File: src/design/scht_pkg.sv
// ----------------------------------------------------------------------------
// scht_pkg
// Shared types, constants and codes for the spatial cell hash table.
// ----------------------------------------------------------------------------
package scht_pkg;

    // Table geometry.
    localparam int TABLE_SIZE   = 256;
    localparam int BUCKET_DEPTH = 16;
    localparam int IDX_W        = $clog2(TABLE_SIZE);
    localparam int SLOTS_W      = IDX_W + 1;
    localparam int BIDX_W       = $clog2(BUCKET_DEPTH);
    localparam int CNT_W        = BIDX_W + 1;
    localparam int KEY_W        = 48;
    localparam int SLOT_W       = KEY_W + CNT_W;
    localparam int MEM_DEPTH    = TABLE_SIZE * BUCKET_DEPTH;

    // Hash primes.
    localparam logic [31:0] HP1 = 32'd961816649;
    localparam logic [31:0] HP2 = 32'd961893937;
    localparam logic [31:0] HP3 = 32'd962228011;

    // Request codes.
    localparam logic [1:0] REQ_INSERT = 2'd0;
    localparam logic [1:0] REQ_LOOKUP = 2'd1;
    localparam logic [1:0] REQ_CLEAR  = 2'd2;

    // Result status codes.
    localparam logic [2:0] ST_OK       = 3'd0;
    localparam logic [2:0] ST_NOTFOUND = 3'd1;
    localparam logic [2:0] ST_TFULL    = 3'd2;
    localparam logic [2:0] ST_BFULL    = 3'd3;
    localparam logic [2:0] ST_CLEARED  = 3'd4;

    // Input item.
    typedef struct packed {
        logic [1:0]         req_type;
        logic signed [15:0] cell_x;
        logic signed [15:0] cell_y;
        logic signed [15:0] cell_z;
        logic [15:0]        item_id;
    } t_req;

    // Result item.
    typedef struct packed {
        logic [15:0] member_id;
        logic [2:0]  status;
        logic        last;
    } t_rsp;

    // Classified request passed from the front to the back.
    typedef struct packed {
        logic [1:0]       req_type;
        logic [KEY_W-1:0] key;
        logic [15:0]      item_id;
        logic [IDX_W-1:0] home;
    } t_qent;

    // Stored slot: cell key and bucket fill.
    typedef struct packed {
        logic [KEY_W-1:0] key;
        logic [CNT_W-1:0] cnt;
    } t_slot;

endpackage

File: src/design/scht_queue.sv
// ----------------------------------------------------------------------------
// scht_queue
// Two-entry queue of classified requests between the front and the back.
// ----------------------------------------------------------------------------
module scht_queue (
    input  logic            i_clk,
    input  logic            i_rst_n,
    input  logic            i_push,
    input  scht_pkg::t_qent i_ent,
    output logic            o_full,
    input  logic            i_pop,
    output logic            o_valid,
    output scht_pkg::t_qent o_ent
);

    scht_pkg::t_qent r_buf [2];
    logic r_wp, r_rp;
    logic [1:0] r_cnt;

    // Pointers and fill.
    always_ff @(posedge i_clk) begin
        if (!i_rst_n) begin
            r_wp  <= 1'b0;
            r_rp  <= 1'b0;
            r_cnt <= '0;
        end else begin
            if (i_push) r_wp <= !r_wp;
            if (i_pop)  r_rp <= !r_rp;
            r_cnt <= r_cnt + {1'b0, i_push} - {1'b0, i_pop};
        end
    end

    // Storage.
    always_ff @(posedge i_clk) begin
        if (i_push) begin
            r_buf[r_wp] <= i_ent;
        end
    end

    assign o_full  = (r_cnt == 2'd2);
    assign o_valid = (r_cnt != 2'd0);
    assign o_ent   = r_buf[r_rp];

endmodule

File: config.mk
export PLATFORM = sky130hd
export DESIGN_NAME = scht_queue
export DESIGN_NICKNAME = d
export VERILOG_FILES = /design/src/design/scht_pkg.sv /design/src/design/scht_queue.sv
export SDC_FILE = /design/constraint.sdc
export NUM_CORES = 1
export LEC_CHECK = 0
export BUFFER_PORTS_ARGS = -buffer_cell sky130_fd_sc_hd__buf_2
export CAP_MARGIN = 5
export CORE_ASPECT_RATIO = 0.5
export CORE_MARGIN = 3
export CORE_UTILIZATION = 49
export CTS_BUF_LIST = sky130_fd_sc_hd__clkbuf_4 sky130_fd_sc_hd__clkbuf_8
export DETAILED_ROUTE_END_ITERATION = 8
export PLACE_DENSITY = 0.74
export SLEW_MARGIN = 5
export SYNTH_ARGS = -nofsm -noshare
export SYNTH_HDL_FRONTEND = slang
export SYNTH_SLANG_ARGS = --single-unit
File: constraint.sdc
create_clock -name i_clk -period 4.4 [get_ports i_clk]
set_input_delay 0.22 -clock i_clk [delete_from_list [all_inputs] [get_ports i_clk]]
set_output_delay 0.22 -clock i_clk [all_outputs]
set_load 0.05 [all_outputs]
======== Word-level counts from Yosys, hierarchy flattened ========
Memory sizes are Yosys's and may differ from the RTL's. A register that Yosys moved wholly into a read port is not among the register bits.
Cells that the tools add are included.
storage, ports and cells
  register bits ........................... 4
  memory bits (writable) .................. 148
  input port bits ......................... 78
  output and inout port bits .............. 76
  logic and storage cells ................. 14
  memories ................................ 1
operators by class
  add/subtract/negate cells ............... 2
  equality and inequality tests ........... 1
  multiplexer cells ....................... 4
  reduce and logical (&&, ||, !) cells .... 3
memories
  name   depth  width  read ports  clocked after memory_dff  write ports  line              RTL
  r_buf  2      74     1           1                         1            scht_queue.sv:16  scht_pkg::t_qent r_buf [2];
operator list
  operator            count
  $mux 1              4
  $add 2x1->2         1
  $eq 2x2->1 const B  1
  $logic_not 1->1     2
  $reduce_bool 2->1   1
  $sub 2x1->2         1

======== Depth between registers and ports, before layout ========
Gate-level depths: netlist (run 1).
  word-level depth ........................ 3
  depth in mapped cells ................... 6
  depth with buffers taken out ............ 6

======== Least setup slack after synthesis (run 1) ========
Ideal clock, no wire load.
  kind .................................... register to register
  start point ............................. reg r_wp
  end point ............................... mem r_buf[0][0] (netlist name), enable pin
  setup time .............................. 516 ps
  data arrival time ....................... 3609 ps
  data required time ...................... 3884 ps
  setup slack ............................. 274 ps
  stages on the path, launching flop included .. 2
  path buffers ............................ 0
  cells stage by stage .................... dfxtp_1 -> nor2b_1
RTL lines
  what                    line              RTL
  from (decl)             scht_queue.sv:17  logic r_wp, r_rp;
  from (signal assigned)  scht_queue.sv:27  if (i_push) r_wp <= !r_wp;
  to (decl)               scht_queue.sv:16
Straight into the memory's write port.

==> run summary, run 1 <==
In the routed design, unresolved DRC markers number 0. The run gives 19.1% as the met1 demand-to-capacity share in global routing. The most used flip-flop cell after synthesis is edfxtp_1. Across the routed clock network, the largest skew measured is 0.00814 ns. The run gives 4.14% as the global-route met3 utilization. Of the total power, registers draw 51.0%. The top cell type's share of synthesized area came out at 76.4%. The total count of max-transition violations in the final report was 0.

The number of hold-repair buffers added at the cts stage came out at 74. In this run, synthesis produced a sequential element count of 153. Once the clock tree was built, the setup fixing pass inserted 0 buffers. Counting instances, the worst hold path has a depth of 2. The final critical path takes up 60.7% of the cycle.

The type of the worst setup path was flop to output port. Based on the critical path, the design can be clocked at up to 0.375 GHz. The length in cells of the worst reg-to-reg path was 1; the count of synthesis-stage warnings from yosys was 0. Initial standard-cell utilization of the core: 51.5%. The largest area contributor in the netlist is edfxtp_1. The area growth from synthesis to layout is 35.0%. The tree is rooted in a clkbuf_8. The run finished with clean final reports. For this run the aggregate overflow at the end of global routing stands at 0. The via density per instance works out to 4.72. After synthesis, the most frequently instantiated cells are edfxtp_1 (148), mux2_4 (60), mux2_2 (14). Across every metal layer, demand over resource in global routing totals 16.8%. Measured against its own limit, the worst slew margin works out to 32.3%. First-iteration detailed-routing DRC count: 142. The minimum period implied by the final worst setup slack was 2.67 ns. The remaining antenna violation count after routing was 0; the die extent in y was 83.0 um. Internal power comes to 2.48 mW. The routed wirelength normalized by instance count works out to 16.5 um.

The run gives 0.911 mW as the switching power. TritonCTS built the clock tree. The combinational group share of total power came out at 18.8%. Total power for the finished layout comes to 3.39 mW. By area the synthesized netlist is led by edfxtp_1 (76%), mux2_4 (15%), mux2_2 (2.7%), dfxtp_1 (1.7%), buf_6 (1.4%).

The distinct cell type count of the synthesized netlist is 14. The leakage power came out at 3.12 nW. Synthesis produced 251 cells. IR analysis of the VDD net gives a maximum drop of 0.000251 V. Gates resized during post-CTS repair numbered 0. For the pin with the worst max-slew slack, the measured transition is 1.02 ns.

The number of global-route vias before repair is 3396, and the diode insertion count for antenna repair is 0. Sequential elements use 78.2% of the synthesized area. Pin placement for this block handled 154 I/O pins.

Counting the buffers created by CTS gives 17. After the last flow step, the layout net total stands at 572. Setup repair after global routing left no endpoint under its margin. Of the total power, the share spent switching nets is 26.8%. The first global-routing pass estimated 17100 um of wire.

The run gives 0.00581 mm^2 as the post-synthesis instance area. After global routing, the most crowded layer is met2. The final layout contains routed wiring with a total length of 10900 um.

The total setup violations reported at the end of the flow is 0. Kind of capture point of the worst setup path: an output port. For the data required time of the worst path, the log shows 4.18 ns. The cell area after layout was 0.00785 mm^2.

In this run the horizontal extent of the chip is 160 um. Fill cells in the final layout number 751. Setup TNS: 0 ns.

The share of final-layout standard cells stronger than drive strength 1 was 52.0%. In the final layout, flip-flops and latches occupy 0.00455 mm^2. The run gives 0 as the max capacitance violation total. The logs give 0.42 ns for the latest clock arrival within the worst-skew pair and 27 for the number of core rows.

The number of hold-slack violations in the final timing report came out at 0. The path class of the lowest-slack min-delay path was primary input to flop. The number of port buffers is 153, and the TritonCTS sink count is 153.

The die outline area was 0.0133 mm^2; the placeable core region was 0.0113 mm^2. The tools report the via count as 3122. Of all nets on the critical path, the largest fanout is 56.

CTS built an H-tree with a depth of 4. For the worst setup path, the data arrival time is 2.45 ns. The number of synthesized flops with an enable pin is 148. STA classifies the critical path startpoint as a flop. For met2 alone, demand over resource in global routing was 30.1%. Synthesis produced a netlist with a net count of 331. Power spread over the standard cell area amounts to 432 mW/mm^2. The HPWL reported at the end of detailed placement was 6620 um; the total area of multi-input combinational cells was 0.00119 mm^2. Average instance area after synthesis: 23.2 um^2.

The total iterations of the first detailed-routing run is 4, and the part of the power in the clock network is 30.3%. Among all cell types in the netlist, the one instantiated most often is edfxtp_1. The logs give 0.00673 mm^2 for the cell area after placement and 0.705 for the final weighted congestion in routability-driven placement. The maximum clock path buffer count was 2; the share of async-settable or async-resettable flops after synthesis was 0%.

Entering global routing, the biggest net connects 75 pins. Clock-pin slew was measured on the worst setup and hold paths at 0.07 ns. The number of antenna violations at the first check in global routing came out at 0.
==> worst paths after layout <==
kind / startpoint / to / slack (ns)
hold / removal: i_rst_n / r_wp / 0.05
setup reg to reg: r_wp / r_buf[1][41] / 2.76
setup / recovery: flop / o_ent[35] / 1.73
hold reg to reg: r_rp / flop / 0.59
==> area by class of cell <==
type                    instances  area share (%)
flip-flops and latches        153            57.9
well taps                     159            2.53
clock inverters                10            1.66
repair buffers                230            19.5
inverters                       2          0.0956
multi-input cells              88            15.1
clock buffers                  19            3.17
==> kinds of logic (layout without fill, tap and decap cells) <==
family,count (synthesis),after routing,synth area share [%]
fa+ha+maj,2,2,0.430
mux,74,74,18.2
buf+inv,10,261,1.57
flops,153,153,78.2
xor+xnor,2,2,0.538
simple gates,9,9,0.968
compound gates,1,1,0.129
==> cell usage in the layout, fill, tap and decap left out <==
| cell | count |
|---|---|
| xnor3_1 | 1 |
| clkinvlp_4 | 3 |
| buf_4 | 3 |
| nor2b_4 | 1 |
| clkinv_1 | 2 |
| mux2_2 | 14 |
| or2_2 | 1 |
| ha_1 | 2 |
| clkbuf_4 | 2 |
| clkbuf_8 | 17 |
| bufinv_16 | 3 |
| xor2_1 | 1 |
| and2_1 | 3 |
| mux2_4 | 60 |
| nor2b_1 | 3 |
| buf_2 | 153 |
| o21a_1 | 1 |
| clkinv_2 | 2 |
| inv_1 | 2 |
| and2_4 | 1 |
| dfxtp_1 | 4 |
| dfxtp_4 | 1 |
| edfxtp_1 | 148 |
| dlygate4sd3_1 | 74 |
==> power groups by stage <==
stage	Combinational, mW	Sequential [mW]	Clock [mW]
finish	0.636	1.73	1.03
floorplan	0.486	1.74	0
global route	0.667	1.74	1.12
detailed placement	0.587	1.76	0
CTS	0.640	1.73	1.05
global placement	0.576	1.76	0
==> critical path: stages (launching register included) <==
cell and delay (ns):
dfxtp_4 0.98, buf_4 0.47, mux2_4 0.33, buf_2 0.21
==> per-stage QoR <==
stage          setup slack [ns]  instances  hold slack, ns  util, %
6_report                   1.73        661          0.0504     69.6
3_3_place_gp               2.17        558           0.408     59.7
2_1_floorplan             0.274        251           0.319        -
4_1_cts                    1.68        661          0.0210     69.6
5_1_grt                    1.58        661          0.0499     69.6
3_5_place_dp               2.14        558           0.411     59.7
==> registers in the layout (all words and copies together) (netlist names), named ones only <==
| name | cells |
|---|---|
| r_buf | 148 |
| r_cnt | 2 |
| r_wp | 1 |
| r_rp | 1 |
==> routing by layer <==
metal | wire length (um) | part of all wire, %
met1 | 4380 | 40
met5 | 0 | 0
met2 | 5820 | 53
met3 | 418 | 3.8
met4 | 264 | 2.4
(Power assumes the default switching activity.)
==> run 2, diff against run 1 <==
Settings changed: CORE_UTILIZATION 49 to 54, PLACE_DENSITY 0.74 to 0.78.
Clock period 4.4 ns to 2.5 ns, I/O delays scaled along.
==> run 2 against run 1 <==
Core utilization rose by 7.3 points. Largest power group unchanged. Clock power up 93%. Flip-flop and latch count is the same. Cell area up 1.3%. Non-clock buffer count grew 4. Sequential share of layout area decreased by 0.77 points. Highest routed layer unchanged.
==> run summary, run 2 (synthesized netlist as in run 1, its figures left out) <==
The flow ran to the end, and the final reports show no timing, DRC or antenna violations. Of the available clock period, the critical path in the final layout requires 81.8%. The die extent in y came out at 79.4 um (-4.4%). Setup repair after global routing left no endpoint under its margin. The length in cells of the worst reg-to-reg path was 2 (+1); the total count of max-transition violations in the final report was 0 (unchanged). The logs give 65 (-13%) for the maximum number of pins on one net before global-route repair and 0.0121 mm^2 (-8.8%) for the die outline area. Clock root buffer: clkbuf_8. The maximum fanout count along the critical path was 64 (+14%); the diode insertion count for antenna repair was 0 (unchanged). The worst hold path stage count is 3 (+1). Type of the worst setup path: flop to output port. The number of antenna violations at the first check in global routing came out at 0 (unchanged). The area growth from synthesis to layout was 36.8%. The number of remaining DRC errors was 0 (unchanged); the placed instance count was 542 (-2.9%). The routed design could run at a clock period as short as 2.05 ns.

The routed wirelength normalized by instance count is 17.3 um (+4.8%), and the number of hold-slack violations in the final timing report is 0 (unchanged). The logs give 154 (unchanged) for the number of top-level design ports and 576 (+0.70%) for the layout net count. The number of global-route vias before repair was 3446 (+1.5%). The worst hold path begins at i_pop. For the fill cell instance count of the final layout, the log shows 560 (-25%).

The cell area after layout is 0.00796 mm^2 (+1.3%), and the sum of met2 wire segment lengths after detailed routing is 6280 um (+7.9%). The transition time at the pin with the least slew margin is 0.660 ns (-0.355 ns). In this run the worst hold path is classified as primary input to flop. The logs give 75 (+1.4%) for the number of hold-repair buffers added at the cts stage and 153 (unchanged) for the TritonCTS sink count. The largest vdd supply drop is 0.000552 V (+120%), and the first-iteration detailed-routing DRC count is 123 (-13%). The number of core rows was 26 (-3.7%); the share of final-layout standard cells stronger than drive strength 1 was 52.5% (+0.46 points). For the maximum clock frequency, the log shows 0.489 GHz.

STA classifies the critical path startpoint as a flop. The worst-case headroom to the max-slew limit was 55.9% (+24 points); the routed length on met3 was 499 um (+19%). The logs give 0.0139 ns (+0.00579 ns) for the clock skew and 6780 um (+2.4%) for the HPWL reported at the end of detailed placement. The initial standard-cell utilization of the core was 56.2% (+4.7 points); the number of port buffers was 153 (unchanged).

The cell area after placement is 0.00678 mm^2 (+0.72%). The critical path goes through buf_12 -> mux2_2 -> buf_2. The horizontal die dimension was 153 um (-4.6%); the setup TNS was 0 ns (unchanged). In this run the critical register-to-register path is launched from r_wp. Placeable core region: 0.0103 mm^2 (-8.3%). The logs give 0 (unchanged) for the post-CTS setup repair buffer count and 0 (unchanged) for the sum of overflow across all layers after global routing.

The logs give 3175 (+1.7%) for the via count and 4240 um (-3.3%) for the post-route met1 wirelength. The via density per instance was 4.89 (+3.6%); the post-layout instance count excluding filler cells was 649 (-1.8%). The library cell used most frequently in the layout, excluding fill and tap cells, is buf_2. The sum of buffers and inverters on the critical path was 2 (unchanged).

The logs give 0 (unchanged) for the remaining antenna violation count after routing and 0.887 ns (-1.25 ns) for the minimum setup slack after placement. The wire length of the first global-routing pass was 17300 um (+1.2%). The destination of the critical timing path was o_ent[73]. The maximum clock path buffer count is 2 (unchanged), and the number of gates given a new drive strength after cts is 0 (unchanged). The number of CTS-inserted buffers is 17 (unchanged), and the total global routing track utilization is 18.8% (+2.0 points). Logic depth of the worst path, buffers included: 3 (unchanged). The power per cell area came out at 776 mW/mm^2 (+80%). Data arrival time of the critical path: 1.92 ns (-0.53 ns). The total setup violations reported at the end of the flow is 0 (unchanged).

In the final layout, the registers with the most flip-flops are r_buf x148, r_cnt x2. The max capacitance violation total is 0 (unchanged), and the clock transition at the registers of the reported paths is 0.07 ns (about the same). The tools report the maximum level of the CTS H-tree as 4 (unchanged). The flip-flop count of the largest register after layout was 148 (unchanged). The run gives 3.17 nW (+1.7%) as the leakage power. The tools report the setup slack of the critical path after layout as 0.454 ns (-1.28 ns). On the critical path the largest part of the delay comes from buffers and inverters. The total area of multi-input combinational cells came out at 0.00119 mm^2 (unchanged). The highest layer touched by signal routing is met4.

The run gives 0.745 (+5.7%) as the final weighted congestion in routability-driven placement. The maximum single-stage delay on the critical path was 0.45 ns (-0.53 ns). Cell type of the slowest stage on the worst timing path: dfxtp_4.

Core utilization of the finished layout: 76.9% (+7.3 points). In the layout the commonest cells are buf_2 (153), edfxtp_1 (148), dlygate4sd3_1 (75). The total iterations of the first detailed-routing run is 5 (+1). The tools report the data required time of the worst path as 2.38 ns (-1.80 ns).

Capture point of the worst reg-to-reg path: r_buf[1][10]. The storage element area is 0.00455 mm^2 (unchanged). More flip-flops sit in one register than any other, and that register is r_buf.

The run gives 0.93 ns (-1.83 ns) as the reg-to-reg setup timing slack. TritonCTS built the clock tree. For the detailed-route wire length, the log shows 11200 um (+2.9%). The worst setup path is captured at an output port.

The run gives 0.44 ns (+0.02 ns) as the latest clock arrival within the worst-skew pair.
-- run 2: cell types whose count changed in the layout (fill, tap and decap cells not counted), sizes merged --
| cell | before | now |
|---|---|---|
| buf | 156 | 159 |
| bufinv | 3 | 4 |
| clkinvlp | 3 | 4 |
| dlygate4sd3 | 74 | 75 |
| inv | 2 | 3 |
-- run 2: worst register-to-register path: stages, from the launching register on --
cell	delay, ns
dfxtp_1	0.41
and2_4	0.52
buf_4	0.34
-- run 2: worst min-delay path by stage --
| stage | to | slack, ns |
|---|---|---|
| 6_report | flop | 0.06 |
| 5_1_grt | flop | 0.06 |
| 4_1_cts | flop | 0.04 |
| 3_5_place_dp | r_buf[1][10] | 0.32 |
| 3_3_place_gp | r_buf[1][31] | 0.31 |
| 2_1_floorplan | r_buf[0][0] | 0.22 |
-- run 2: layout make-up --
| class | instances | share of cell area (%) |
|---|---|---|
| inverters | 2 | 0.0944 |
| well taps | 140 | 2.20 |
| clock buffers | 19 | 3.13 |
| flip-flops and latches | 153 | 57.2 |
| repair buffers | 234 | 20.3 |
| clock inverters | 13 | 2.22 |
| multi-input cells | 88 | 14.9 |
-- run 2: where the power goes --
group	internal (mW)	switching, mW
clock	1.10	0.890
combinational	0.440	0.737
sequential	2.96	0.0467
-- run 2: layer usage --
layer  up-vias  GRT usage, %
met5         -             0
met4         0          8.27
met3        19          5.09
met2        86          36.1
met1      1592          19.8
li1       1478             -
-- run 2: stage by stage --
step | hold slack, ns | power (mW)
global route | 0.0575 | 6.38
finish | 0.0554 | 6.18
detailed placement | 0.316 | 4.15
global placement | 0.312 | 4.12
CTS | 0.0360 | 6.20
floorplan | 0.224 | 3.90
==> run 3, diff against run 2 <==
Settings changed: CORE_UTILIZATION 54 to 49, PLACE_DENSITY 0.78 to 0.74.
Clock period 2.5 ns to 1.8 ns, I/O delays scaled along.
==> run 3 against run 2 <==
Flip-flop and latch count is the same. Sequential power grew 39%. Via count grew 0.98%. Clock-buffer cell count shrank 1. Largest cell class unchanged. Largest power group unchanged. Highest routed layer unchanged.
==> run summary, run 3 (synthesized netlist as in run 1, its figures left out) <==
The endpoint identified for the worst register-to-register timing path is r_cnt[1]. Leaving out fill and tap cells, the most frequent cell in the layout is edfxtp_1. Setup slack of the critical path after layout: 0.0366 ns (-0.418 ns). The total area of multi-input combinational cells was 0.00119 mm^2 (+0.32%); the maximum fanout count along the critical path was 16 (-75%).

The number of CTS-inserted buffers was 17 (unchanged). The remaining antenna violation count after routing is 0 (unchanged). The length in cells of the worst reg-to-reg path is 6 (+4), and the portion of the clock cycle consumed by the worst path in the final layout is 98.0%. The placeable core region came out at 0.0113 mm^2 (+9.1%). The largest registers in the layout are r_buf x148, r_cnt x2.

The fill cell instance count of the final layout was 686 (+23%); the setup TNS was 0 ns (unchanged). The reg-to-reg setup timing slack was 0.36 ns (-0.57 ns); the sum of overflow across all layers after global routing was 0 (unchanged). Setup repair after global routing could not meet its margin everywhere. The tools report the origin of the worst min-delay path as i_push. The run gives 0 (unchanged) as the total count of max-transition violations in the final report. For hold timing, the worst endpoint is r_cnt[0]. Type of origin of the critical path: a flop.

Diode insertion count for antenna repair: 0 (unchanged). The logs give 585 (+1.6%) for the layout net count and 0.567 GHz for the maximum clock frequency. The via density per instance is 4.74 (-3.2%), and the data required time of the worst path is 1.71 ns (-0.67 ns).

The clock transition at the registers of the reported paths was 0.09 ns (+0.02 ns); the detailed-route wire length was 11800 um (+5.6%). The latest clock arrival within the worst-skew pair was 0.43 ns (about the same); the flip-flop count of the largest register after layout was 148 (unchanged). Cell type of the slowest stage on the worst timing path: dfxtp_4. For the total iterations of the first detailed-routing run, the log shows 4 (-1).

Max capacitance violation total: 0 (unchanged). The placed instance count came out at 561 (+3.5%). The first-iteration detailed-routing DRC count is 136 (+11%). The worst setup path is captured at an output port. The part of the power in the clock network is 31.9% (-0.4 points).

In the layout the commonest cells are edfxtp_1 (148), buf_2 (104), dlygate4sd3_1 (77). The area growth from synthesis to layout came out at 44.5%. The power per cell area works out to 1060 mW/mm^2 (+36%). The transition time at the pin with the least slew margin is 0.420 ns (-0.241 ns), and the TritonCTS sink count is 153 (unchanged). The number of port buffers is 153 (unchanged). The logs give 6.45 mW (+43%) for the internal power summed over all cells and 0.000591 V (+7.0%) for the largest vdd supply drop. The switching power is 2.42 mW (+45%), and the horizontal die dimension is 160 um (+4.8%). The share of final-layout standard cells stronger than drive strength 1 works out to 53.5% (+1.0 points).

The tools report the number of global-route vias before repair as 3496 (+1.5%). Storage element area: 0.00455 mm^2 (about the same). The smallest clock period supported by the final layout is computed as 1.76 ns.

The switching share of power was 27.3% (+0.18 points); the leakage power was 3.34 nW (+5.3%). The data arrival time of the critical path was 1.67 ns (-0.25 ns). The logs give 43 (-34%) for the maximum number of pins on one net before global-route repair and 0.00649 ns (-0.00744 ns) for the clock skew.

The wire length of the first global-routing pass was 18200 um (+5.2%); the worst-case headroom to the max-slew limit was 72.0% (+16 points). The initial standard-cell utilization of the core is 51.5% (-4.7 points), and the final weighted congestion in routability-driven placement is 0.672 (-9.9%). The number of remaining DRC errors came out at 0 (unchanged). The cell area after placement came out at 0.00682 mm^2 (+0.55%). For the total global routing track utilization, the log shows 18.0% (-0.81 points). Number of antenna violations at the first check in global routing: 0 (unchanged).

The maximum clock path buffer count is 2 (unchanged). The logs give 0.0133 mm^2 (+9.6%) for the die outline area and 677 (+4.3%) for the post-layout instance count excluding filler cells. The number of top-level design ports was 154 (unchanged).

The die extent in y works out to 83.0 um (+4.6%). The worst setup path is of the flop to output port kind. The number of hold-slack violations in the final timing report was 0 (unchanged); the routed wirelength normalized by instance count was 17.5 um (+1.3%). The tools report the HPWL reported at the end of detailed placement as 7150 um (+5.6%). The path class of the lowest-slack min-delay path is primary input to flop.

The tools report the combinational group share of total power as 21.0% (+1.9 points). The number of core rows was 27 (+3.8%); the maximum single-stage delay on the critical path was 0.40 ns (-0.05 ns). The run gives 0.364 ns (-0.524 ns) as the minimum setup slack after placement.

The run finished with clean final reports. The via count is 3206 (+0.98%). The maximum level of the CTS H-tree came out at 4 (unchanged).

The cell area after layout is 0.00840 mm^2 (+5.6%). Worst hold path stage count: 3 (unchanged). More flip-flops sit in one register than any other, and that register is r_buf.

The tools report the core utilization of the finished layout as 74.5% (-2.5 points). Clock root buffer: clkbuf_8. TritonCTS built the clock tree.

Reg-to-reg critical path startpoint: r_cnt[0]. For the total setup violations reported at the end of the flow, the log shows 0 (unchanged). The signal on the critical path passes through buf_12 -> buf_16 -> mux2_4 -> buf_2. The share of power burned in registers was 47.1% (-1.6 points).
==> run 3: changes by cell type in the layout (fill, tap and decap cells not counted), sizes merged <==
cell,delta
inv,+1
buf,+6
dlygate4sd3,+2
==> run 3: per-stage QoR <==
stage / hold slack [ns] / power (mW)
floorplan: 0.189 / 5.42
global placement: 0.277 / 5.73
detailed placement: 0.282 / 5.78
CTS: 0.0103 / 8.89
global route: 0.00834 / 9.17
finish: 0.0343 / 8.87
==> run 3: critical path: cells and delay by family (launching register included) <==
family	cells	cell delay, ns
buffers and inverters	3	0.52
DFF	1	0.40
muxes	1	0.30
==> run 3: worst max path at each step <==
| stage | start | endpoint |
|---|---|---|
| 2_1_floorplan | r_wp | r_buf[0][0] |
| 3_3_place_gp | flop | o_ent[0] |
| 3_5_place_dp | flop | o_ent[0] |
| 4_1_cts | flop | o_ent[0] |
| 5_1_grt | flop | o_ent[25] |
| 6_report | flop | o_ent[63] |
==> run 3: routing by layer <==
layer,global-route usage (%),vias up,part of all wire (%)
met3,5.48,25,4.7
li1,-,1495,-
met5,0,-,0
met2,32.8,102,55
met1,19.5,1584,38
met4,7.95,0,2.6
==> run 3: power by group through the flow <==
stage / registers [mW] / logic [mW] / clock network (mW)
global route: 4.19 / 1.94 / 3.04
finish: 4.17 / 1.86 / 2.83
global placement: 4.25 / 1.49 / 0
floorplan: 4.23 / 1.19 / 0
detailed placement: 4.26 / 1.52 / 0
CTS: 4.18 / 1.83 / 2.88
==> run 3: timing repair <==
item | CTS | global route
resized for setup | 83 | 1
hold buffers | 77 | 0
setup endpoints to repair | 65 | 52
hold endpoints to repair | 153 | 0
setup buffers | 3 | 2
gates cloned | 1 | 1
==> run 3: final cells by class <==
| type | count | share of cell area [%] |
|---|---|---|
| clock inverters | 14 | 2.32 |
| inverters | 2 | 0.0894 |
| clock buffers | 18 | 2.95 |
| multi-input cells | 88 | 14.2 |
| well taps | 159 | 2.37 |
| flip-flops and latches | 153 | 54.2 |
| repair buffers | 243 | 23.9 |
