===== src/design/scht_pkg.sv =====
// ----------------------------------------------------------------------------
// scht_pkg
// Shared types, constants and codes for the spatial cell hash table.
// ----------------------------------------------------------------------------
package scht_pkg;

    // Table geometry.
    localparam int TABLE_SIZE   = 256;
    localparam int BUCKET_DEPTH = 16;
    localparam int IDX_W        = $clog2(TABLE_SIZE);
    localparam int SLOTS_W      = IDX_W + 1;
    localparam int BIDX_W       = $clog2(BUCKET_DEPTH);
    localparam int CNT_W        = BIDX_W + 1;
    localparam int KEY_W        = 48;
    localparam int SLOT_W       = KEY_W + CNT_W;
    localparam int MEM_DEPTH    = TABLE_SIZE * BUCKET_DEPTH;

    // Hash primes.
    localparam logic [31:0] HP1 = 32'd961816649;
    localparam logic [31:0] HP2 = 32'd961893937;
    localparam logic [31:0] HP3 = 32'd962228011;

    // Request codes.
    localparam logic [1:0] REQ_INSERT = 2'd0;
    localparam logic [1:0] REQ_LOOKUP = 2'd1;
    localparam logic [1:0] REQ_CLEAR  = 2'd2;

    // Result status codes.
    localparam logic [2:0] ST_OK       = 3'd0;
    localparam logic [2:0] ST_NOTFOUND = 3'd1;
    localparam logic [2:0] ST_TFULL    = 3'd2;
    localparam logic [2:0] ST_BFULL    = 3'd3;
    localparam logic [2:0] ST_CLEARED  = 3'd4;

    // Input item.
    typedef struct packed {
        logic [1:0]         req_type;
        logic signed [15:0] cell_x;
        logic signed [15:0] cell_y;
        logic signed [15:0] cell_z;
        logic [15:0]        item_id;
    } t_req;

    // Result item.
    typedef struct packed {
        logic [15:0] member_id;
        logic [2:0]  status;
        logic        last;
    } t_rsp;

    // Classified request passed from the front to the back.
    typedef struct packed {
        logic [1:0]       req_type;
        logic [KEY_W-1:0] key;
        logic [15:0]      item_id;
        logic [IDX_W-1:0] home;
    } t_qent;

    // Stored slot: cell key and bucket fill.
    typedef struct packed {
        logic [KEY_W-1:0] key;
        logic [CNT_W-1:0] cnt;
    } t_slot;

endpackage


===== src/design/scht_front.sv =====
// ----------------------------------------------------------------------------
// scht_front
// Accepts items, hashes the cell and reduces the hash to a home slot.
// ----------------------------------------------------------------------------
module scht_front (
    input  logic                          i_clk,
    input  logic                          i_rst_n,
    input  logic                          i_in_valid,
    output logic                          o_in_stall,
    input  scht_pkg::t_req                i_in_data,
    input  logic [scht_pkg::SLOTS_W-1:0]  i_slots,
    output logic                          o_push,
    output scht_pkg::t_qent               o_ent,
    input  logic                          i_full
);

    typedef enum logic [4:0] {
        F_IDLE = 5'b00001,
        F_MUL  = 5'b00010,
        F_SUM  = 5'b00100,
        F_MOD  = 5'b01000,
        F_PUSH = 5'b10000
    } t_fstate;

    t_fstate r_state, n_state;
    scht_pkg::t_req r_item;
    logic [31:0] r_p1, r_p2, r_p3, r_hv;
    logic [scht_pkg::SLOTS_W-1:0] r_rem, n_rem;
    logic [2:0] r_step;

    // Four remainder steps per cycle, most significant hash bits first.
    always_comb begin
        logic [scht_pkg::SLOTS_W:0] v_r;
        logic [3:0] v_bits;
        v_r    = '0;
        v_bits = r_hv[31 - 4*r_step -: 4];
        n_rem  = r_rem;
        for (int b = 0; b < 4; b++) begin
            v_r = {n_rem, v_bits[3-b]};
            if (v_r >= {1'b0, i_slots}) begin
                v_r = v_r - {1'b0, i_slots};
            end
            n_rem = v_r[scht_pkg::SLOTS_W-1:0];
        end
    end

    // Next state.
    always_comb begin
        n_state = r_state;
        unique case (r_state)
            F_IDLE: if (i_in_valid) n_state = F_MUL;
            F_MUL:  n_state = F_SUM;
            F_SUM:  n_state = F_MOD;
            F_MOD:  if (r_step == 3'd7) n_state = F_PUSH;
            F_PUSH: if (!i_full) n_state = F_IDLE;
            default: n_state = F_IDLE;
        endcase
    end

    // Control state.
    always_ff @(posedge i_clk) begin
        if (!i_rst_n) begin
            r_state <= F_IDLE;
        end else begin
            r_state <= n_state;
        end
    end

    // Datapath: products, sum, then the iterative remainder.
    always_ff @(posedge i_clk) begin
        if (r_state == F_IDLE && i_in_valid) begin
            r_item <= i_in_data;
        end
        if (r_state == F_MUL) begin
            r_p1 <= 32'(32'(signed'(r_item.cell_x)) * scht_pkg::HP1);
            r_p2 <= 32'(32'(signed'(r_item.cell_y)) * scht_pkg::HP2);
            r_p3 <= 32'(32'(signed'(r_item.cell_z)) * scht_pkg::HP3);
        end
        if (r_state == F_SUM) begin
            r_hv   <= r_p1 + r_p2 + r_p3;
            r_rem  <= '0;
            r_step <= '0;
        end
        if (r_state == F_MOD) begin
            r_rem  <= n_rem;
            r_step <= r_step + 3'd1;
        end
    end

    assign o_in_stall     = (r_state != F_IDLE);
    assign o_push         = (r_state == F_PUSH) && !i_full;
    assign o_ent.req_type = r_item.req_type;
    assign o_ent.key      = {r_item.cell_x, r_item.cell_y, r_item.cell_z};
    assign o_ent.item_id  = r_item.item_id;
    assign o_ent.home     = r_rem[scht_pkg::IDX_W-1:0];

endmodule


===== config.mk =====
export PLATFORM = sky130hd
export DESIGN_NAME = scht_front
export DESIGN_NICKNAME = d
export VERILOG_FILES = /design/src/design/scht_pkg.sv /design/src/design/scht_front.sv
export SDC_FILE = /design/constraint.sdc
export NUM_CORES = 1
export LEC_CHECK = 0
export ABC_AREA = 1
export BUFFER_PORTS_ARGS = -buffer_cell sky130_fd_sc_hd__buf_2
export CORE_MARGIN = 1
export CORE_UTILIZATION = 57
export DETAILED_ROUTE_END_ITERATION = 8
export PLACE_DENSITY_LB_ADDON = 0.2
export SLEW_MARGIN = 20
export SYNTH_ARGS = -nofsm -noshare
export SYNTH_HDL_FRONTEND = slang
export SYNTH_SLANG_ARGS = --single-unit
export TNS_END_PERCENT = 20

===== constraint.sdc =====
create_clock -name i_clk -period 14.8 [get_ports i_clk]
set_input_delay 1.48 -clock i_clk [delete_from_list [all_inputs] [get_ports i_clk]]
set_output_delay 1.48 -clock i_clk [all_outputs]
set_load 0.1 [all_outputs]

# Word level (Yosys, flattened, before mapping)

Index checks and enable logic that the tools add are counted.

Register bits: 211
Latch bits: 0
Memory bits (writable): 0
ROM bits: 0
Bits of input ports: 79
Output and inout bits: 76
Logic and storage cells: 55
Memories kept: 0

Add/sub/neg operators: 8
Multiply operators: 3
Div/mod/pow operators: 0
Magnitude comparators: 4
Eq/ne operators: 10
Shift-type cells: 1
Multiplexer cells: 12
Bitwise operators: 0
Reduce and logical (&&, ||, !) cells: 5

Operators with widths:

| operator                 | number |
|---|---|
| $mul A16 B31 Y32 const B | 3 |
| $add A32 B32 Y32         | 2 |
| $mux W9                  | 6 |
| $ge A10 B9 Y1            | 4 |
| $sub A9 B9 Y9            | 4 |
| $shiftx A35 B33 Y4       | 1 |
| $pmux W5 S5              | 1 |
| $mux W5                  | 3 |
| $mux W3                  | 2 |
| $ne A2 B2 Y1 const B     | 3 |
| $sub A5 B5 Y6 const A    | 1 |
| $eq A5 B1 Y1 const B     | 1 |
| $eq A5 B2 Y1 const B     | 1 |
| $eq A5 B3 Y1 const B     | 1 |
| $eq A5 B4 Y1 const B     | 1 |
| $eq A5 B5 Y1 const B     | 1 |
| $ne A5 B1 Y1 const B     | 1 |
| $add A3 B1 Y3 const B    | 1 |
| $eq A3 B3 Y1 const B     | 1 |
| $reduce_and A3 Y1        | 1 |
| $logic_and A1 B1 Y1      | 2 |
| $reduce_bool A2 Y1       | 1 |
| $logic_not A1 Y1         | 1 |

# Depth between registers and ports, before layout

Gate-level depths: netlist (run 1).

Depth after elaboration: 11
Gate-level depth with buffers: 55
Mapped depth without buffers: 52

# Worst setup path after synthesis (run 1)

Ideal clock, no wire load.

Kind: register -> register
From: register r_state[2]
To: register r_state[0]
Arrival time: 10532 ps
Path slack: 4127 ps
Stages on the path, launching flop included: 7
Cells stage by stage: dfxtp_1 -> nor2_1 -> inv_1 -> nor4_1 -> inv_1 -> nand3_1 -> o311ai_0

Longest elaborated chain between the ends: 3

Ends and longest elaborated chain:

| element                                    | RTL line         | source |
|---|---|---|
| start, declared                            | scht_front.sv:25 | `t_fstate r_state, n_state;` |
| start signal, assigned                     | scht_front.sv:65 | `r_state <= n_state;` |
| $eq A5 B4 Y1, or another cell as far along | scht_front.sv:50 | `unique case (r_state)` |
| $ne A2 B2 Y1 (no line)                     | --               |  |
| $reduce_and A3 Y1 (no line)                | --               |  |

Several ways; a longest one is shown, not always the timed one.
A chain may end at the register's enable or synchronous reset.

# Worst setup path after layout (run 1)

From: register r_step[0]
To: register r_rem[6] (netlist name), data pin

Longest elaborated chain between the ends: 11

Ends and longest elaborated chain:

| element                                        | RTL line                           | source |
|---|---|---|
| start, declared                                | scht_front.sv:29                   | `logic [2:0] r_step;` |
| start signal, assigned                         | scht_front.sv:86                   | `r_step <= r_step + 3'd1;` |
| $sub A5 B5 Y6 *                                | scht_front.sv:36                   | `v_bits = r_hv[31 - 4*r_step -: 4];` |
| $shiftx A35 B33 Y4 *                           | scht_front.sv:36                   |  |
| $sub A9 B9 Y9 or $ge A10 B9 Y1 (tied branches) | scht_front.sv:41, scht_front.sv:40 |  |
| $mux W9                                        | scht_front.sv:40                   | `if (v_r >= {1'b0, i_slots}) begin` |
| $sub A9 B9 Y9 or $ge A10 B9 Y1 (tied branches) | scht_front.sv:41, scht_front.sv:40 |  |
| $mux W9                                        | scht_front.sv:40                   |  |
| $sub A9 B9 Y9 or $ge A10 B9 Y1 (tied branches) | scht_front.sv:41, scht_front.sv:40 |  |
| $mux W9                                        | scht_front.sv:40                   |  |
| $sub A9 B9 Y9 or $ge A10 B9 Y1 (tied branches) | scht_front.sv:41, scht_front.sv:40 |  |
| $mux W9 *                                      | scht_front.sv:40                   |  |
| $mux W9 *                                      | scht_front.sv:84                   | `if (r_state == F_MOD) begin` |
| end signal, assigned                           | scht_front.sv:85                   | `r_rem <= n_rem;` |
| end, declared                                  | scht_front.sv:28                   | `logic [scht_pkg::SLOTS_W-1:0] r_rem, n_rem;` |

Every way passes the cells marked *; elsewhere a longest branch is shown, timed or not.

==> results of run 1 <==
synth_stat cells (11+ instances only):
cell,instances
o21ai_0,99
nor2_1,122
fa_1,344
nand4_1,13
o21bai_1,11
xnor2_1,74
nor3_1,24
xor2_1,96
edfxtp_1,206
inv_1,645
nand3_1,60
nand2_1,296
a21oi_1,152
ha_1,433
cells in the final DEF (no fill, tap or decap), types with 6 or more instances in the layout:
master and instances:
clkinv_1 9, fa_1 344, xnor2_1 74, ha_1 433, o211ai_1 8, a21boi_0 8
a21oi_1 152, edfxtp_1 206, nor3_1 24, inv_1 645, nand2_2 6, a21o_1 7
o21bai_1 11, clkbuf_16 25, nor2_1 120, a31oi_1 9, o21ai_1 8, nand3_1 60
nand2_1 296, o221ai_1 6, xor2_1 96, nand4_1 13, o21a_1 9, o21ai_0 99
buf_2 154
metal layers:
| metal | GRT usage, % | wire (um) |
|---|---|---|
| met5 | 0 | 0 |
| met4 | 7.292 | 1670 |
| met3 | 2.772 | 2915 |
| met2 | 47.43 | 31580 |
| met1 | 39.19 | 29910 |
sequential cells by signal, indices dropped and copies added, names as in the netlist:
signal   flops
o_ent       66
r_hv        32
r_p1        32
r_p2        32
r_p3        32
r_rem        9
r_state      5
r_step       3
logic make-up (layout without fill, tap and decap cells):
| logic type | count (synthesis) | after routing | share of synthesized area, % |
|---|---|---|---|
| simple gates | 543 | 543 | 8.543 |
| mux | 3 | 3 | 0.1118 |
| fa+ha+maj | 777 | 777 | 45.81 |
| compound gates | 335 | 335 | 6.988 |
| buf+inv | 666 | 852 | 9.601 |
| flops | 211 | 211 | 23.40 |
| xor+xnor | 170 | 170 | 5.543 |
layout make-up:
| type | instances | area share [%] |
|---|---|---|
| repair buffers | 158 | 2.753 |
| multi-input cells | 1828 | 61.93 |
| flip-flops and latches | 211 | 21.61 |
| inverters | 648 | 8.363 |
| clock inverters | 20 | 0.5636 |
| well taps | 607 | 2.611 |
| clock buffers | 26 | 2.164 |
critical path: cells and delay by family (launching register included):
family	cells	cell delay [ps]
compound gates	15	3170
fa+ha+maj	5	1710
buf+inv	6	710
flops	1	740
simple gates	19	2230
worst max-delay path by stage:
| stage | startpoint | end | slack, ps | cells past startpoint |
|---|---|---|---|---|
| finish | r_step[0]$_SDFFCE_PP0N_ | r_rem[6]$_SDFFCE_PP0N_ | 5970 | 45 |
| global route | r_step[0]$_SDFFCE_PP0N_ | r_rem[6]$_SDFFCE_PP0N_ | 5090 | 45 |
| global placement | i_slots[1] | r_rem[4]$_SDFFCE_PP0N_ | 6130 | 41 |
| CTS | r_step[0]$_SDFFCE_PP0N_ | r_rem[6]$_SDFFCE_PP0N_ | 6080 | 46 |
| detailed placement | i_slots[1] | r_rem[6]$_SDFFCE_PP0N_ | 5940 | 42 |
| floorplan | r_state[2]$_SDFFE_PN0P_ | r_state[0]$_SDFFE_PN1P_ | 4130 | 6 |
stage by stage:
| stage | instances | utilization (%) | area (um^2) | setup WS (ps) | hold slack [ps] |
|---|---|---|---|---|---|
| floorplan | 2705 | - | 26860 | 4127 | 578.3 |
| global placement | 3452 | 60.76 | 28290 | 6129 | 641.6 |
| detailed placement | 3452 | 60.76 | 28290 | 5943 | 655.4 |
| CTS | 3498 | 62.47 | 29080 | 6082 | 662.5 |
| global route | 3498 | 62.47 | 29080 | 5091 | 708.0 |
| finish | 3498 | 62.47 | 29080 | 5968 | 664.4 |
==> reports/metrics.csv, run 1 <==
stage,metric,value,unit
min_path,hold path cells,2,
die,die height,219.1,um
cells_and_area,share of layout cells above drive strength 1,7.610,%
synth,Yosys cell types,48,
setup_path,RR Endpoint,r_rem[6]$_SDFFCE_PP0N_,
cts,"Setup Fix Bufs, Post-CTS",0,
cells_and_area,# fillers,3871,
min_path,hold worst-path end,r_state[4]$_SDFFE_PN0P_,
setup_path,Worst EP required,15090,ps
cells_and_area,Post-layout nets,3728,
sta,period utilization,59.67,%
cells_and_area,P&R area growth vs syn,8.278,%
synth,syn avg cell area,9.930,um^2
sta,Final Slew Violations,0,
setup_path,Worst setup EP type,register,
routing,detail-routed via count per cell,5.409,
routing,Routed wire per std cell,18.89,um
synth,Synth warnings,0,
die,Ports,155,
synth,"Seq/Total Area, Yosys",23.40,%
sta,setup TNS,0,ps
setup_path,"Slowest-stage cell, CP",edfxtp_1,
setup_path,"Arr. time, crit path",9120,ps
cells_and_area,multi-input combinational cell area,18010,um^2
run_status,outcome,"finished, final reports clean",
cts,Root Driver,clkbuf_16,
synth,Yosys top cell area share,25.64,%
sta,slew margin rel.,30.93,%
die,# rows,79,
setup_path,R2R depth,45,
cts,Max Buffers Root-to-Sink,3,
sta,setup violators final,0,
synth,synthesized flop and latch total,211,
sta,Max Fclk,113.2,MHz
grt,largest net degree at the start of global routing,84,
grt,first-pass GRT wire length,103.7,mm
synth,Post-synth EDFFs,206,
cts,Skew-Pair Late Insertion Delay,550,ps
cts,CTS Hold Bufs,0,
cts,# clock sinks,211,
synth,largest area contributor in the netlist,fa_1,
setup_path,worst r2r src,r_step[0]$_SDFFCE_PP0N_,
sta,Worst Max-Slew Pin Slew,1036,ps
synth,post-synthesis cell count,2705,
die,core area,46560,um^2
routing,# DRC,0,
grt,vias in the first global route,19462,
routing,Initial DRT Pass Iterations,7,
die,Die ar.,47990,um^2
synth,Synthesized Nets,3561,
placed_design,post-DP HPWL,56.53,mm
cts,"CTS clk-pin slew, worst paths",60,ps
grt,Overall Global Routing Usage,28.23,%
cts,Post-CTS Resized,0,
cts,H-tree levels,1,
setup_path,"slowest stage delay, CP",740,ps
synth,Most used DFF post-synth,edfxtp_1,
setup_path,CP Class,register to register,
placed_design,RD Place Congestion,0.9661,
sta,RSZ-0062 raised after global routing,false,
cts,CTS tree,built,
sta,Setup Skew,9.726,ps
die,Initial Util,57.69,%
setup_path,worst-path maximum fanout,19,
synth,"top cells by area, synth","fa_1 26%, edfxtp_1 23%, ha_1 20%",
routing,initial drt markers,1190,
synth,"Async S/R FF share, synth",0,%
sta,final hold vios,0,
cells_and_area,antenna cell count,0,
sta,Period minus WS final,8832,ps
cells_and_area,Reg area,6286,um^2
cts,Num CTS Buffers,25,
grt,GRT overflow,0,
die,Chip Width,219.1,um
setup_path,Crit path top cell by count,nand2_1,
min_path,hold path start,r_state[4]$_SDFFE_PN0P_,
routing,WL final,66.08,mm
routing,DRT antenna net count,0,
setup_path,CP startpoint kind,register,
placed_design,IO buf count,154,
routing,via count,18920,
synth,cell area after synthesis,26860,um^2
setup_path,flop2flop setup slack,5970,ps
grt,initial antenna violation count,0,
run,maxcap violations,0,
min_path,Hold Crit Class,register to register,
Power of run 1 is not shown: default switching activity piles up to over one toggle a cycle in this logic, so the estimate is an artifact.
==> inputs of run 2 (changes only) <==
==> constraint.sdc (replaced) <==
create_clock -name i_clk -period 8.86 [get_ports i_clk]
set_input_delay 0.886 -clock i_clk [delete_from_list [all_inputs] [get_ports i_clk]]
set_output_delay 0.886 -clock i_clk [all_outputs]
set_load 0.1 [all_outputs]
==> reports/metrics.csv, run 2 (synthesis results as in run 1) <==
stage,metric,value,unit,change
run_status,outcome,"finished, final reports clean",,
routing,Initial DRT Pass Iterations,5,,-2
cts,Num CTS Buffers,25,,unchanged
grt,initial antenna violation count,0,,unchanged
cts,# clock sinks,211,,unchanged
setup_path,"Slowest-stage cell, CP",fa_1,,
cts,"CTS clk-pin slew, worst paths",60,ps,about the same
grt,largest net degree at the start of global routing,83,,-1.2%
sta,Setup Skew,13.56,ps,+3.834 ps
setup_path,R2R depth,47,,+4.4%
cts,Max Buffers Root-to-Sink,3,,unchanged
setup_path,CP Class,register to register,,
die,die height,219.1,um,unchanged
placed_design,Area after DPL,28310,um^2,about the same
setup_path,Worst EP required,9150,ps,-5940 ps
routing,detail-routed via count per cell,5.376,,-0.61%
die,Chip Width,219.1,um,unchanged
sta,period utilization,90.89,%,+31 points
routing,Routed wire per std cell,18.79,um,-0.53%
setup_path,flop2flop setup slack,810,ps,-5160 ps
sta,RSZ-0062 raised after global routing,false,,
sta,final worst slack,807.0,ps,-5162 ps
setup_path,CP startpoint kind,register,,
grt,Overall Global Routing Usage,28.27,%,+0.038 points
routing,# DRC,0,,unchanged
cells_and_area,share of layout cells above drive strength 1,7.985,%,+0.37 points
sta,setup violators final,0,,unchanged
setup_path,"slowest stage delay, CP",490,ps,-250 ps
sta,Final Slew Violations,0,,unchanged
routing,via count,18815,,-0.55%
die,Initial Util,57.69,%,unchanged
cells_and_area,final instance area,29190,um^2,+0.37%
die,# rows,79,,unchanged
cells_and_area,most frequent cells in the layout,"645 x inv_1, 433 x ha_1, 344 x fa_1",,
setup_path,worst-path maximum fanout,8,,-11
die,core area,46560,um^2,unchanged
cells_and_area,"commonest non-fill, non-tap cell in the layout",inv_1,,
placed_design,RD Place Congestion,0.9838,,+1.8%
routing,Top Metal Used,met4,,
cts,Root Driver,clkbuf_16,,
min_path,Hold Crit Class,input port to register,,
setup_path,Worst setup EP type,register,,
cells_and_area,antenna cell count,0,,unchanged
placed_design,post-DP HPWL,56.40,mm,-0.22%
cts,H-tree levels,1,,unchanged
sta,setup TNS,0,ps,unchanged
sta,slew margin rel.,32.37,%,+1.4 points
routing,DRT antenna net count,0,,unchanged
routing,initial drt markers,1199,,+0.76%
routing,WL final,65.77,mm,-0.47%
sta,Worst Max-Slew Pin Slew,1014,ps,-21.55 ps
die,Die ar.,47990,um^2,unchanged
cts,CTS Hold Bufs,0,,unchanged
cells_and_area,number of flip-flops in the largest register,66,,unchanged
sta,Period minus WS final,8053,ps,-778.5 ps
grt,first-pass GRT wire length,103.7,mm,about the same
run,maxcap violations,0,,unchanged
routing,met1 wire length,30.04,mm,+0.41%
cts,Skew-Pair Late Insertion Delay,550,ps,about the same
cells_and_area,P&R area growth vs syn,8.674,%,
min_path,hold path cells,1,,-1
cts,CTS tree,built,,
setup_path,"Arr. time, crit path",8340,ps,-780 ps
sta,Max Fclk,124.2,MHz,+9.7%
placed_design,pre-CTS setup slack,253.6,ps,-5689 ps
routing,met3 wire len,2.987,mm,+2.5%
placed_design,IO buf count,154,,unchanged
sta,final hold vios,0,,unchanged
grt,vias in the first global route,19400,,-0.32%
cells_and_area,Post-layout nets,3733,,+0.13%
routing,Met2 Routed Length,31.08,mm,-1.6%
die,Ports,155,,unchanged
setup_path,Crit path top cell by count,nand2_1,,
grt,GRT overflow,0,,unchanged
==> run 2: cell count changes in the layout (fill, tap and decap cells not counted), sizes merged <==
cell / delta
clkinvlp: +2
inv: -3
buf: +5
clkbuf: +6
clkinv: -7
bufinv: -1
==> run 2: cell type report <==
class | instances | area, um^2
inverters | 648 | 2432
flip-flops and latches | 211 | 6286
clock inverters | 11 | 103.9
well taps | 607 | 759.5
clock buffers | 32 | 725.7
multi-input cells | 1828 | 18040
fillers | 3851 | 17370
repair buffers | 163 | 838.3
==> run 2: per-stage QoR <==
stage	hold WS, ps	utilization (%)	cells
floorplan	588.0	-	2705
global placement	645.5	60.82	3454
detailed placement	669.3	60.82	3454
CTS	478.6	62.60	3497
global route	491.5	62.70	3500
finish	504.5	62.70	3500
==> run 2: timing repair <==
action	4_1_cts	5_1_grt
buffers inserted	0	3
resized for setup	0	8
setup endpoints to repair	0	9
==> run 2: worst paths after layout <==
| kind | from | endpoint |
|---|---|---|
| worst max register to register | r_step[0]$_SDFFCE_PP0N_ | r_rem[7]$_SDFFCE_PP0N_ |
| worst max-delay path | r_step[0]$_SDFFCE_PP0N_ | r_rem[7]$_SDFFCE_PP0N_ |
| worst min register to register | r_state[3]$_SDFFE_PN0P_ | r_state[4]$_SDFFE_PN0P_ |
| worst min-delay path | i_in_data[13] | o_ent[21]$_DFFE_PP_ |
==> run 2: per-layer routing <==
layer / global-route usage, % / vias up
met5: 0 / -
met4: 6.644 / 0
met3: 3.326 / 94
met2: 46.95 / 487
met1: 39.62 / 9198
li1: - / 9036
==> run 2: worst max-delay path: cells and delay by family (launching register included) <==
kind                     cells  cell delay, ps
AO/OA/AOI/OAI               14            2640
adder cells (fa/ha/maj)      5            1920
buffers and inverters        6             600
flip-flops                   1             460
AND/OR/NAND/NOR             22            2180
Power of run 2 is left out for the same reason.
==> inputs of run 3 (changes only) <==
--- a/config.mk
+++ b/config.mk
@@ -7,8 +7,10 @@
 export LEC_CHECK = 0
 export ABC_AREA = 1
 export BUFFER_PORTS_ARGS = -buffer_cell sky130_fd_sc_hd__buf_2
+export CELL_PAD_IN_SITES_DETAIL_PLACEMENT = 1
+export CELL_PAD_IN_SITES_GLOBAL_PLACEMENT = 1
 export CORE_MARGIN = 1
-export CORE_UTILIZATION = 57
+export CORE_UTILIZATION = 50
 export DETAILED_ROUTE_END_ITERATION = 8
 export PLACE_DENSITY_LB_ADDON = 0.2
 export SLEW_MARGIN = 20
==> reports/metrics.csv, run 3 (synthesis results as in run 1) <==
stage,metric,value,unit,change
grt,vias in the first global route,21621,,+11%
routing,DRT antenna net count,0,,unchanged
min_path,Hold Crit Class,input port to register,,
sta,Period minus WS final,8013,ps,-40.07 ps
grt,GRT overflow,0,,unchanged
setup_path,Crit path top cell by count,nand2_1,,
cts,Skew-Pair Late Insertion Delay,580,ps,+30 ps
grt,largest net degree at the start of global routing,80,,-3.6%
cells_and_area,most frequent cells in the layout,"645 x inv_1, 433 x ha_1, 344 x fa_1",,
setup_path,worst-path maximum fanout,13,,+5
cts,Root Driver,clkbuf_16,,
routing,Routed wire per std cell,21.45,um,+14%
grt,Overall Global Routing Usage,29.17,%,+0.90 points
cells_and_area,number of flip-flops in the largest register,66,,unchanged
routing,Initial DRT Pass Iterations,5,,unchanged
cells_and_area,Post-layout nets,3742,,+0.24%
die,die height,233.8,um,+6.7%
cts,Num CTS Buffers,27,,+8.0%
grt,initial antenna violation count,0,,unchanged
sta,setup violators final,0,,unchanged
cts,CTS tree,built,,
sta,Setup Skew,26.11,ps,+12.55 ps
setup_path,"Slowest-stage cell, CP",fa_1,,
routing,via count,19445,,+3.3%
setup_path,Worst EP required,9200,ps,+50 ps
cts,CTS Hold Bufs,0,,unchanged
placed_design,post-DP HPWL,66.12,mm,+17%
sta,Max Fclk,124.8,MHz,+0.50%
setup_path,CP startpoint kind,register,,
cells_and_area,antenna cell count,0,,unchanged
routing,# DRC,0,,unchanged
cells_and_area,P&R area growth vs syn,9.410,%,
die,Initial Util,50.81,%,-6.9 points
run,maxcap violations,0,,unchanged
sta,slew margin rel.,29.53,%,-2.8 points
setup_path,Worst setup EP type,register,,
sta,final hold slack,486.2,ps,-18.29 ps
cts,"CTS clk-pin slew, worst paths",60,ps,about the same
die,Die ar.,54650,um^2,+14%
run_status,outcome,"finished, final reports clean",,
sta,Worst Max-Slew Pin Slew,1057,ps,+42.55 ps
cts,# clock sinks,211,,unchanged
die,# rows,84,,+6.3%
sta,setup TNS,0,ps,unchanged
placed_design,IO buf count,154,,unchanged
cells_and_area,share of layout cells above drive strength 1,8.394,%,+0.41 points
sta,final worst slack,847.1,ps,+40.07 ps
cts,Max Buffers Root-to-Sink,3,,unchanged
sta,period utilization,90.44,%,-0.45 points
die,Ports,155,,unchanged
setup_path,"Arr. time, crit path",8350,ps,about the same
die,core area,52870,um^2,+14%
setup_path,"slowest stage delay, CP",510,ps,+20 ps
die,Chip Width,233.8,um,+6.7%
routing,initial drt markers,935,,-22%
placed_design,RD Place Congestion,0.9633,,-2.1%
cts,H-tree levels,1,,unchanged
routing,WL final,77.11,mm,+17%
sta,Final Slew Violations,0,,unchanged
grt,first-pass GRT wire length,120.5,mm,+16%
placed_design,pre-CTS setup slack,170.7,ps,-82.85 ps
cells_and_area,"commonest non-fill, non-tap cell in the layout",inv_1,,
sta,final hold vios,0,,unchanged
setup_path,CP Class,register to register,,
routing,detail-routed via count per cell,5.409,,+0.62%
cells_and_area,# fillers,5976,,+55%
run 3: cell count changes in the layout (fill, tap and decap cells not counted), sizes merged:
cell and change:
inv +1, bufinv -1, clkinvlp -1, clkinv +2
clkbuf +6, buf +7
run 3: area by class of cell:
| type | instances | area [um^2] | share of cell area (%) |
|---|---|---|---|
| Timing Repair Buffer | 170 | 890.9 | 3.031 |
| Sequential cell | 211 | 6286 | 21.39 |
| Multi-Input combinational cell | 1828 | 18050 | 61.43 |
| Clock inverter | 12 | 77.57 | 0.2640 |
| Clock buffer | 38 | 788.3 | 2.682 |
| Inverter | 648 | 2432 | 8.277 |
| Tap cell | 688 | 860.8 | 2.929 |
run 3: per-stage QoR:
step | utilization, % | instance area (um^2) | instances
floorplan | - | 26870 | 2705
global placement | 53.73 | 28410 | 3534
detailed placement | 53.73 | 28410 | 3534
CTS | 55.37 | 29270 | 3584
global route | 55.59 | 29390 | 3595
finish | 55.59 | 29390 | 3595
run 3: worst paths after layout:
kind,from,endpoint,slack (ps),cells after the start
worst min register to register,r_state[3]$_SDFFE_PN0P_,r_state[4]$_SDFFE_PN0P_,700,3
worst min-delay path,i_in_data[14],o_ent[22]$_DFFE_PP_,490,1
worst max register to register,r_step[0]$_SDFFCE_PP0N_,r_rem[0]$_SDFFCE_PP0N_,850,43
worst max-delay path,r_step[0]$_SDFFCE_PP0N_,r_rem[0]$_SDFFCE_PP0N_,850,43
run 3: critical path, delay by kind of cell (launching register included):
family                   cells  cell delay [ps]
AO/OA/AOI/OAI               15             2940
adder cells (fa/ha/maj)      5             1850
buffers and inverters        6              700
flip-flops                   1              470
AND/OR/NAND/NOR             17             1810
run 3: layer usage:
| metal | vias up | share of wire, % | global-route usage (%) |
|---|---|---|---|
| li1 | 9063 | - | - |
| met1 | 9782 | 43 | 38.33 |
| met2 | 459 | 48 | 49.14 |
| met3 | 141 | 4.2 | 3.575 |
| met4 | 0 | 4.5 | 11.30 |
| met5 | - | 0 | 0 |
run 3: timing repair:
item                       4_1_cts  5_1_grt
setup endpoints to repair        0        9
buffers inserted                 0       11
resized for setup                0       11
Power of run 3 is left out for the same reason.
